==> src/rtl/fcskf_pkg.sv <==
// Shared constants for the four-channel scalar Kalman filter.
// Widths, reset values and register index codes; no dependencies.
package fcskf_pkg;

	// State entries kept in the filter memory
	localparam int CHANNELS = 4;
	// Sample channels carried by one input beat
	localparam int NUM_IN   = 4;
	localparam int CH_W     = (CHANNELS > 1) ? $clog2(CHANNELS) : 1;
	localparam int CHI_W    = $clog2(NUM_IN);

	localparam int SMP_W    = 16;
	localparam int EST_W    = 24;
	localparam int COV_W    = 32;
	localparam int KG_W     = 25;
	localparam int DEN_W    = 33;
	localparam int CGAIN_W  = 16;
	localparam int OFF_W    = 24;
	localparam int CAL_W    = 28;
	localparam int CFG_W    = 32;
	localparam int CFG_IDX_W = 3;

	// Iterative divider: two quotient bits per cycle
	localparam int DIV_Q_W   = 26;
	localparam int DIV_ITERS = DIV_Q_W / 2;
	localparam int DIV_CNT_W = $clog2(DIV_ITERS);

	localparam logic [KG_W-1:0]    Q24_ONE     = 25'h100_0000;
	localparam logic [COV_W-1:0]   COV_RST     = 32'd838861;
	localparam logic [COV_W-1:0]   PNOISE_RST  = 32'd16777;
	localparam logic [COV_W-1:0]   MNOISE_RST  = 32'd16777216;
	localparam logic [CGAIN_W-1:0] GAIN_X_RST  = 16'd7700;
	localparam logic [OFF_W-1:0]   OFF_X_RST   = 24'd21325;
	localparam logic [CGAIN_W-1:0] GAIN_Y_RST  = 16'd7291;
	localparam logic [OFF_W-1:0]   OFF_Y_RST   = 24'd3046;

	// Configuration register indexes
	localparam logic [CFG_IDX_W-1:0] REG_PNOISE = 3'd0;
	localparam logic [CFG_IDX_W-1:0] REG_MNOISE = 3'd1;
	localparam logic [CFG_IDX_W-1:0] REG_GAIN_X = 3'd2;
	localparam logic [CFG_IDX_W-1:0] REG_OFF_X  = 3'd3;
	localparam logic [CFG_IDX_W-1:0] REG_GAIN_Y = 3'd4;
	localparam logic [CFG_IDX_W-1:0] REG_OFF_Y  = 3'd5;

	// Channel numbers within one beat
	localparam logic [CHI_W-1:0] CH_X = 2'd0;
	localparam logic [CHI_W-1:0] CH_Y = 2'd1;
	localparam logic [CHI_W-1:0] CH_K = 2'd2;
	localparam logic [CHI_W-1:0] CH_B = 2'd3;

endpackage

==> src/rtl/fcskf_div.sv <==
// Iterative restoring divider for the Kalman gain: (pred << 24) / den.
// Two quotient bits per cycle; depends on fcskf_pkg.
module fcskf_div
	import fcskf_pkg::*;
(
	input  logic              clk,
	input  logic              arst_n,
	input  logic              start,
	input  logic [COV_W-1:0]  pred,
	input  logic [DEN_W-1:0]  den,
	output logic              busy,
	output logic [KG_W-1:0]   quot
);

	logic                 busy_q;
	logic [DIV_CNT_W-1:0] cnt_q;
	logic [DEN_W-1:0]     rem_q;
	logic [DEN_W-1:0]     den_q;
	logic [DIV_Q_W-1:0]   num_q;
	logic [DIV_Q_W-1:0]   quot_q;

	logic [DEN_W-1:0]     rem_nx;
	logic [DIV_Q_W-1:0]   num_nx;
	logic [DIV_Q_W-1:0]   quot_nx;

	always_comb begin
		logic [DEN_W:0]     trial;
		logic [DEN_W-1:0]   r;
		logic [DIV_Q_W-1:0] n;
		logic [DIV_Q_W-1:0] q;
		r = rem_q;
		n = num_q;
		q = quot_q;
		trial = '0;
		for (int i = 0; i < 2; i++) begin
			trial = {r, n[DIV_Q_W-1]};
			n = {n[DIV_Q_W-2:0], 1'b0};
			if (trial >= {1'b0, den_q}) begin
				trial = trial - {1'b0, den_q};
				q = {q[DIV_Q_W-2:0], 1'b1};
			end else begin
				q = {q[DIV_Q_W-2:0], 1'b0};
			end
			r = trial[DEN_W-1:0];
		end
		rem_nx  = r;
		num_nx  = n;
		quot_nx = q;
	end

	always_ff @(posedge clk or negedge arst_n) begin
		if (!arst_n) begin
			busy_q <= 1'b0;
			cnt_q  <= '0;
		end else if (start) begin
			busy_q <= 1'b1;
			cnt_q  <= DIV_CNT_W'(DIV_ITERS - 1);
		end else if (busy_q) begin
			if (cnt_q == '0) begin
				busy_q <= 1'b0;
			end else begin
				cnt_q <= cnt_q - 1'b1;
			end
		end
	end

	// The top 30 numerator bits are pred[31:2]; they stay below den
	always_ff @(posedge clk) begin
		if (start) begin
			rem_q  <= {3'b000, pred[COV_W-1:2]};
			num_q  <= {pred[1:0], 24'h00_0000};
			den_q  <= den;
			quot_q <= '0;
		end else if (busy_q) begin
			rem_q  <= rem_nx;
			num_q  <= num_nx;
			quot_q <= quot_nx;
		end
	end

	assign busy = busy_q;
	assign quot = quot_q[KG_W-1:0];

endmodule

==> config.mk <==
export PLATFORM = sky130hd
export DESIGN_NAME = fcskf_div
export DESIGN_NICKNAME = d
export VERILOG_FILES = /design/src/rtl/fcskf_pkg.sv /design/src/rtl/fcskf_div.sv
export SDC_FILE = /design/constraint.sdc
export NUM_CORES = 1
export LEC_CHECK = 0
export ABC_AREA = 1
export BUFFER_PORTS_ARGS = -buffer_cell sky130_fd_sc_hd__buf_2
export CAP_MARGIN = 15
export CORE_UTILIZATION = 50
export CTS_CLUSTER_DIAMETER = 100
export DETAILED_ROUTE_END_ITERATION = 10
export MAX_ROUTING_LAYER = met4
export PLACE_DENSITY = 0.7
export RECOVER_POWER = 50
export SKIP_CTS_REPAIR_TIMING = 1
export SLEW_MARGIN = 0
export SYNTH_ARGS = -nofsm -noshare
export SYNTH_HDL_FRONTEND = slang
export SYNTH_SLANG_ARGS = --single-unit
==> constraint.sdc <==
create_clock -name clk -period 5.14 [get_ports clk]
set_clock_uncertainty 0.1 [all_clocks]
set_input_delay 0.257 -clock clk [delete_from_list [all_inputs] [get_ports clk]]
set_output_delay 0.257 -clock clk [all_outputs]
set_load 0.005 [all_outputs]
# Word level (Yosys, flattened, before mapping)

Index checks and enable logic that the tools add are counted.

Register bits: 98
Latch bits: 0
Memory bits (writable): 0
ROM bits: 0
Input port bits: 68
Output and inout bits: 26
Word-level logic and storage cells: 30
Memories kept: 0

Add/subtract/negate cells: 3
$mul: 0
Div/mod/pow operators: 0
$lt $le $gt $ge: 2
Equal/unequal tests: 1
Shift operators: 0
Multiplexer cells: 14
Bitwise logic cells: 0
Reductions and logical operators: 3

Operators with widths:

| cell                | count |
|---|---|
| $ge 34x33->1        | 2 |
| $mux 33             | 2 |
| $sub 33x33->33      | 2 |
| $mux 30             | 2 |
| $mux 26             | 2 |
| $mux 4              | 3 |
| $mux 1              | 5 |
| $logic_not 4->1     | 1 |
| $sub 4x1->4 const B | 1 |
| $ne 2x2->1 const B  | 1 |
| $reduce_and 2->1    | 1 |
| $reduce_bool 2->1   | 1 |

# Longest topological paths before layout

Gate-level depths: netlist (run 1).

Depth after elaboration: 6
Mapped depth: 36
Depth with buffers taken out: 34

# Worst setup path before layout (run 1)

OpenSTA, ideal clock, no wires.

Path kind: register to register
Start point: register rem_q[20]
End point: register rem_q[10] (data pin)
Library setup time: 0.259 ns
Data arrival time: 3.837 ns
Required time: 4.781 ns
Setup slack: 0.945 ns
Stages on the path, launching flop included: 30
Path buffers: 3
Period minus slack after synthesis: 4.195 ns
Cell sequence: edfxtp_1 ha_1 nand2_1 inv_1 nand2_1 nand2_1 nand2_1 nand2_1 a21oi_1 nand4_2 inv_2 buf_1 o21a_1 inv_1 ha_1 nand2_1 nor2_1 inv_1 nor4_1 nand2_1 nand2_1 nand2_1 nand2_1 nand2_1 nand3_4 inv_2 buf_6 buf_6 nand2_1 a21oi_1

Longest elaborated chain between the ends: 6
Elaborated cells between the ends (all ways): 8
Classes of those cells: add/sub (2); order compare (2); mux (4)

Ends and longest elaborated chain:

| element                                        | RTL line                         | source |
|---|---|---|
| start: declaration                             | fcskf_div.sv:17                  | `logic [DEN_W-1:0] rem_q;` |
| start signal: assignment                       | fcskf_div.sv:70                  | `rem_q <= {3'b000, pred[COV_W-1:2]};` |
| start signal: assignment                       | fcskf_div.sv:75                  | `rem_q <= rem_nx;` |
| $ge 34x33->1 or $sub 33x33->33 (tied branches) | fcskf_div.sv:38, fcskf_div.sv:39 |  |
| $mux 33 *                                      | fcskf_div.sv:38                  | `if (trial >= {1'b0, den_q}) begin` |
| $sub 33x33->33 or $ge 34x33->1 (tied branches) | fcskf_div.sv:39, fcskf_div.sv:38 |  |
| $mux 33 *                                      | fcskf_div.sv:38                  |  |
| $mux 30 *                                      | fcskf_div.sv:74                  | `end else if (busy_q) begin` |
| $mux 30 *                                      | fcskf_div.sv:69                  | `if (start) begin` |

Every way passes the cells marked *; elsewhere a longest branch is shown, timed or not. The select of a mux whose other input is x is not followed.
A chain may end at the register's enable or synchronous reset.

# Final worst setup path (run 1)

Start point: register rem_q[19]
End point: register rem_q[1] (data pin)

The elaborated chain is that of the path after synthesis.

==> impl_metrics.toml, run 1 <==
[yosys]
yosysSeqAreaShare = 0.303
synth_area_leader_cell = "edfxtp_1"
synth_cell_types = 45
netlist_area_mm2 = 0.00871
yosys_warnings = 0
synth_cells = 1294
ys_async_sr_fraction = 0.0510
synth-edff-count = 65
syn_avg_cell_area_um2 = 6.73
synth_top_cells_by_count = "396 x nand2_1, 197 x inv_1, 101 x nor2_1, 90 x a21oi_1, 67 x ha_1"
yosys-top-cells-area = "edfxtp_1 22%, nand2_1 17%, ha_1 9.6%"
synthFlopType = "edfxtp_1"
syn-num-nets = 1431
synth.most_common_cell = "nand2_1"
netlist.area_leader.share = 0.224
synth-seq-cells = 98

[timing]
maxSlewHeadroom = 0.260
post-route-worst-setup-slack_ps = 233
report.final.hold_viol_count = 0
period_share = 0.955
period_needed_ps = 4910
report.final.slew_viol_count = 0
fmax_mhz = 204
tightest_slew_ps = 1110
finalSetupViolCount = 0

[critical_path]
reg2reg_from = "rem_q[19]"
required_ps = 5150
cp_slowest_stage_delay_ps = 410
r2r_slack_ps = 230
reg2reg_depth = 27
crit_path_end_kind = "flop"
path_class = "flop to flop"
crit_arrival_ps = 4920
reg2reg_to = "rem_q[1]"
cp_common_cell = "nand2_1"
cp_max_fo = 20
crit_path_start_kind = "flop"
cp_slowest_cell = "edfxtp_1"

[routing]
drtIter0Drc = 681
dr.pass1.iters = 5
drc_errors = 0
postRouteAntennaNets = 0
avgRoutedWirePerCell_um = 16.1
vias_per_cell = 5.30
via_count = 8634
routed_wl_mm = 26.3

[placement]
place_area_mm2 = 0.00934
io_buffers = 93
dpl.hpwl_mm = 20.7
pre_cts_ws_ps = -97.2
finalWeightedCongestion = 1.04

[cells_and_area]
fill_cells = 1653
drive_above_1_share = 0.136
syn_to_final_growth_pct = 18.1
diodes = 0
fin_nets = 1541
fin_area_mm2 = 0.0103

[flow_run]
max-cap-violations = 0

[cts]
clock_sinks = 98
clock_latency_ps = 360
cts-htree-levels = 3
clock_path_buffers = 2
clkTransAtPathRegs_ps = 80
cts_root_buf = "clkbuf_16"
numCtsBuffers = 9
cts_tree = "done"

[global_route]
grt_pass1_wl_mm = 40.6
grt_usage = 0.301
gr-total-overflow = 0
antenna_found_initial = 0
grt_pass1_vias = 7868
grt_max_degree = 55

[floorplan]
io_pins = 94
die_h_um = 134
core_mm2 = 0.0168
die_w_um = 134
row_count = 47
die-area_mm2 = 0.0180
initial_core_util = 0.518

[worst_hold_path]
min_path_type = "input port to flop"
hold_depth = 3
min_to = "num_q[24]"
hold_start = "pred[0]"

[status]
status = "finished clean"
cells by family after synthesis:
group,count (synthesis),synth area share
AOI/OAI and AO/OA,213,0.136
buffers and inverters,256,0.123
adders and majority gates,69,0.101
xor gates and xnor gates,47,0.0473
DFF,98,0.303
and+or+nand+nor,611,0.290
worst max path at each step:
stage / from / slack [ps] / cells after the start / endpoint
after global placement: num_q[25] / -120 / 30 / rem_q[27]
final: rem_q[19] / 230 / 27 / rem_q[1]
after CTS: num_q[25] / -120 / 30 / rem_q[0]
after floorplan: rem_q[20] / 940 / 29 / rem_q[10]
after global routing: den_q[17] / -10 / 29 / rem_q[27]
after detailed placement: num_q[25] / -100 / 30 / rem_q[0]
state kept, by name (all words and copies together) (netlist names):
register / count
busy: 1
num_q: 2
cnt_q: 4
quot_q: 25
den_q: 33
rem_q: 33
worst max-delay path: cells and delay by family (launching register included):
kind / cells / cell delay (ps)
flops: 1 / 410
fa+ha+maj: 2 / 700
compound gates: 4 / 670
simple gates: 16 / 2010
buf+inv: 5 / 740
metrics by stage:
stage / std cells / hold WS (ps) / util / TNS, ps
global placement: 1578 / -22.8 / 0.555 / -1150
global route: 1629 / 67.5 / 0.611 / -29.3
CTS: 1594 / -407 / 0.574 / -1330
finish: 1629 / 60.8 / 0.611 / 0
detailed placement: 1578 / -18.0 / 0.555 / -802
floorplan: 1294 / -139 / - / 0
routing by layer:
layer / vias up / global-route usage / wire length (um)
li1: 4379 / - / -
met1: 3886 / 0.433 / 12400
met2: 336 / 0.442 / 11400
met3: 33 / 0.0378 / 1860
met4: 0 / 0.0840 / 573
met5: - / - / 0
cells in the final DEF (no fill, tap or decap), types with 3 or more instances in the layout:
master,netlist,final
clkbuf_16,0,10
ha_4,0,10
nor2_4,2,8
o22ai_1,21,21
a21o_1,5,5
inv_2,11,13
o21ai_1,14,18
inv_1,197,194
nand3b_1,6,6
dfxtp_1,28,28
nand4_1,15,15
a21oi_2,0,5
ha_1,67,55
buf_12,0,3
nand2_1,396,387
o21ai_0,51,45
nand2_2,3,11
nor2_1,101,90
o21a_1,10,10
a21boi_0,4,3
a31oi_1,4,4
clkbuf_1,11,9
xnor2_1,26,25
dfrtp_1,5,5
nand3_1,60,59
a21oi_1,90,85
nor2_2,4,9
o21bai_1,9,9
nor3_1,11,10
edfxtp_1,65,65
buf_4,23,14
dlygate4sd3_1,0,34
buf_2,7,84
xor2_1,21,21
or2_2,3,3
area by class of cell:
type,instances,area [um^2],share of cell area
multi-input combinational,940,5280,0.513
clock buffer,10,250,0.0243
sequential,98,2640,0.256
timing repair buffer,146,986,0.0959
tap,220,275,0.0268
clock inverter,6,67.6,0.00657
inverter,209,787,0.0765
Power of run 1 is left out: the tool's default activity adds up to more than one toggle a clock period on the data nets, which glitch-free logic cannot reach.
==> run 2: changes to the inputs <==
==> constraint.sdc (replaced) <==
create_clock -name clk -period 5.4 [get_ports clk]
set_clock_uncertainty 0.1 [all_clocks]
set_input_delay 0.27 -clock clk [delete_from_list [all_inputs] [get_ports clk]]
set_output_delay 0.27 -clock clk [all_outputs]
set_load 0.005 [all_outputs]
==> run 2 against run 1 <==
Cell count decreased by 0.49%; maximum frequency decreased by 3.2%; critical path type unchanged; clock-buffer cell count down 1; hold slack better by 12 ps; largest cell class unchanged; critical path depth shrank 5; sequential cell count stayed put; sequential share of layout area grew 0.86 points; first-iteration DRC count up 15%; global-route usage is 0.70 points higher; via count rose by 0.36%.
==> impl_metrics.toml, run 2 (same netlist as run 1, synthesis figures left out) <==
[cts]
clock_path_buffers = 2
clock_sinks = 98
numCtsBuffers = 9
cts_tree = "done"
clkTransAtPathRegs_ps = 80
cts_root_buf = "clkbuf_16"
cts-htree-levels = 3
clock_latency_ps = 370

[critical_path]
path_class = "flop to flop"
cp_max_fo = 24
reg2reg_depth = 22
crit_path_start_kind = "flop"
cp_slowest_cell = "o21ai_0"
cp_slowest_stage_delay_ps = 550
path_cells = "ha_2, nand2_1, nor2_2, nand2_1, nor3_2, nand3_1, nand4_2, inv_2, buf_4, nand2_1, o21ai_1, ha_1, nand2_1, nor2_1, nand4_1, o21ai_0, a21boi_0, o21ai_0, xor2_1, nand2_1, nand3_1, nand2_1"
required_ps = 5410
crit_arrival_ps = 5080
crit_path_end_kind = "flop"
cp_common_cell = "nand2_1"

[cells_and_area]
diodes = 0
multi_input_comb_area_mm2 = 0.00503
largestRegisters = "den_q x33, rem_q x33, quot_q x25"
fin_util = 0.592
syn_to_final_growth_pct = 14.2
fill_cells = 1664
fin_nets = 1533
register_area_mm2 = 0.00264
drive_above_1_share = 0.111
mostFrequentLayoutCells = "395 x nand2_1, 196 x inv_1, 97 x nor2_1, 92 x buf_2, 88 x a21oi_1"
mostFrequentLayoutCell = "nand2_1"

[routing]
dr.pass1.iters = 5
via_count = 8665
drc_errors = 0
avgRoutedWirePerCell_um = 16.1
vias_per_cell = 5.35
routed_wl_mm = 26.1
postRouteAntennaNets = 0
drtIter0Drc = 781

[worst_hold_path]
hold_depth = 3
min_path_type = "input port to flop"

[global_route]
grt_pass1_vias = 8067
gr-total-overflow = 0
grt_max_degree = 55
met3_usage = 0.0488
grtUsageMet1 = 0.431
antenna_found_initial = 0
globalRoute.busiestLayer = "met2"
grt_pass1_wl_mm = 41.6
use_met2 = 0.449
grt_usage = 0.308

[timing]
rsz0062_at_grt = "yes"
tightest_slew_ps = 829
fmax_mhz = 197
report.final.hold_viol_count = 0
maxSlewHeadroom = 0.448
period_share = 0.939
period_needed_ps = 5070
finalSetupViolCount = 0
post-route-worst-setup-slack_ps = 329
report.final.slew_viol_count = 0

[status]
status = "finished clean"

[floorplan]
io_pins = 94
core_mm2 = 0.0168
die_w_um = 134
row_count = 47
die-area_mm2 = 0.0180
initial_core_util = 0.518
die_h_um = 134

[placement]
io_buffers = 93
finalWeightedCongestion = 0.978
dpl.hpwl_mm = 20.7
pre_cts_ws_ps = 290

[flow_run]
max-cap-violations = 0
==> run 2: cell types whose count changed in the layout (fill, tap and decap cells not counted), moves of 4 or more <==
cell | before | now
ha_1 | 55 | 65
ha_4 | 10 | 0
buf_2 | 84 | 92
buf_4 | 14 | 6
clkbuf_1 | 9 | 1
nand2_1 | 387 | 395
nand2_2 | 11 | 4
nor2_1 | 90 | 97
nor2_4 | 8 | 3
o21ai_0 | 45 | 49
==> run 2: through the flow <==
| step | std cells | cell area (um^2) | hold WS [ps] | TNS [ps] |
|---|---|---|---|---|
| 2_1_floorplan | 1294 | 8710 | -126 | 0 |
| 3_3_place_gp | 1571 | 9250 | -10.3 | 0 |
| 3_5_place_dp | 1571 | 9250 | -7.52 | 0 |
| 4_1_cts | 1587 | 9550 | -397 | 0 |
| 5_1_grt | 1621 | 9950 | 77.9 | -5.92 |
| 6_report | 1621 | 9950 | 72.5 | 0 |
==> run 2: area by class of cell <==
| cell class | instances | area share |
|---|---|---|
| clock inverter | 7 | 0.00818 |
| timing repair buffer | 138 | 0.0918 |
| multi-input combinational | 940 | 0.506 |
| sequential | 98 | 0.265 |
| inverter | 209 | 0.0789 |
| tap | 220 | 0.0277 |
| clock buffer | 9 | 0.0226 |
==> run 2: critical path: cells and delay by family (launching register included) <==
family	cells	cell delay, ps
AND/OR/NAND/NOR	13	1730
AO/OA/AOI/OAI	4	1340
adder cells (fa/ha/maj)	2	790
XOR/XNOR	1	170
buffers and inverters	2	270
flip-flops	1	440
==> run 2: path summary, 6_finish.rpt <==
check | start | end | slack, ps
worst max-delay path | rem_q[22] | rem_q[21] | 330
worst min-delay path | pred[29] | rem_q[27] | 70
worst max register to register | rem_q[22] | rem_q[21] | 330
worst min register to register | quot_q[24] | quot_q[24] | 360
max in group asynchronous | arst_n | cnt_q[1] | 4760
min in group asynchronous | arst_n | cnt_q[2] | 210
==> run 2: per-layer routing <==
layer | routed length (um) | vias to the layer above
li1 | - | 4369
met1 | 12400 | 3896
met2 | 11200 | 344
met3 | 1850 | 56
met4 | 766 | 0
met5 | 0 | -
Power of run 2 is left out for the same reason.
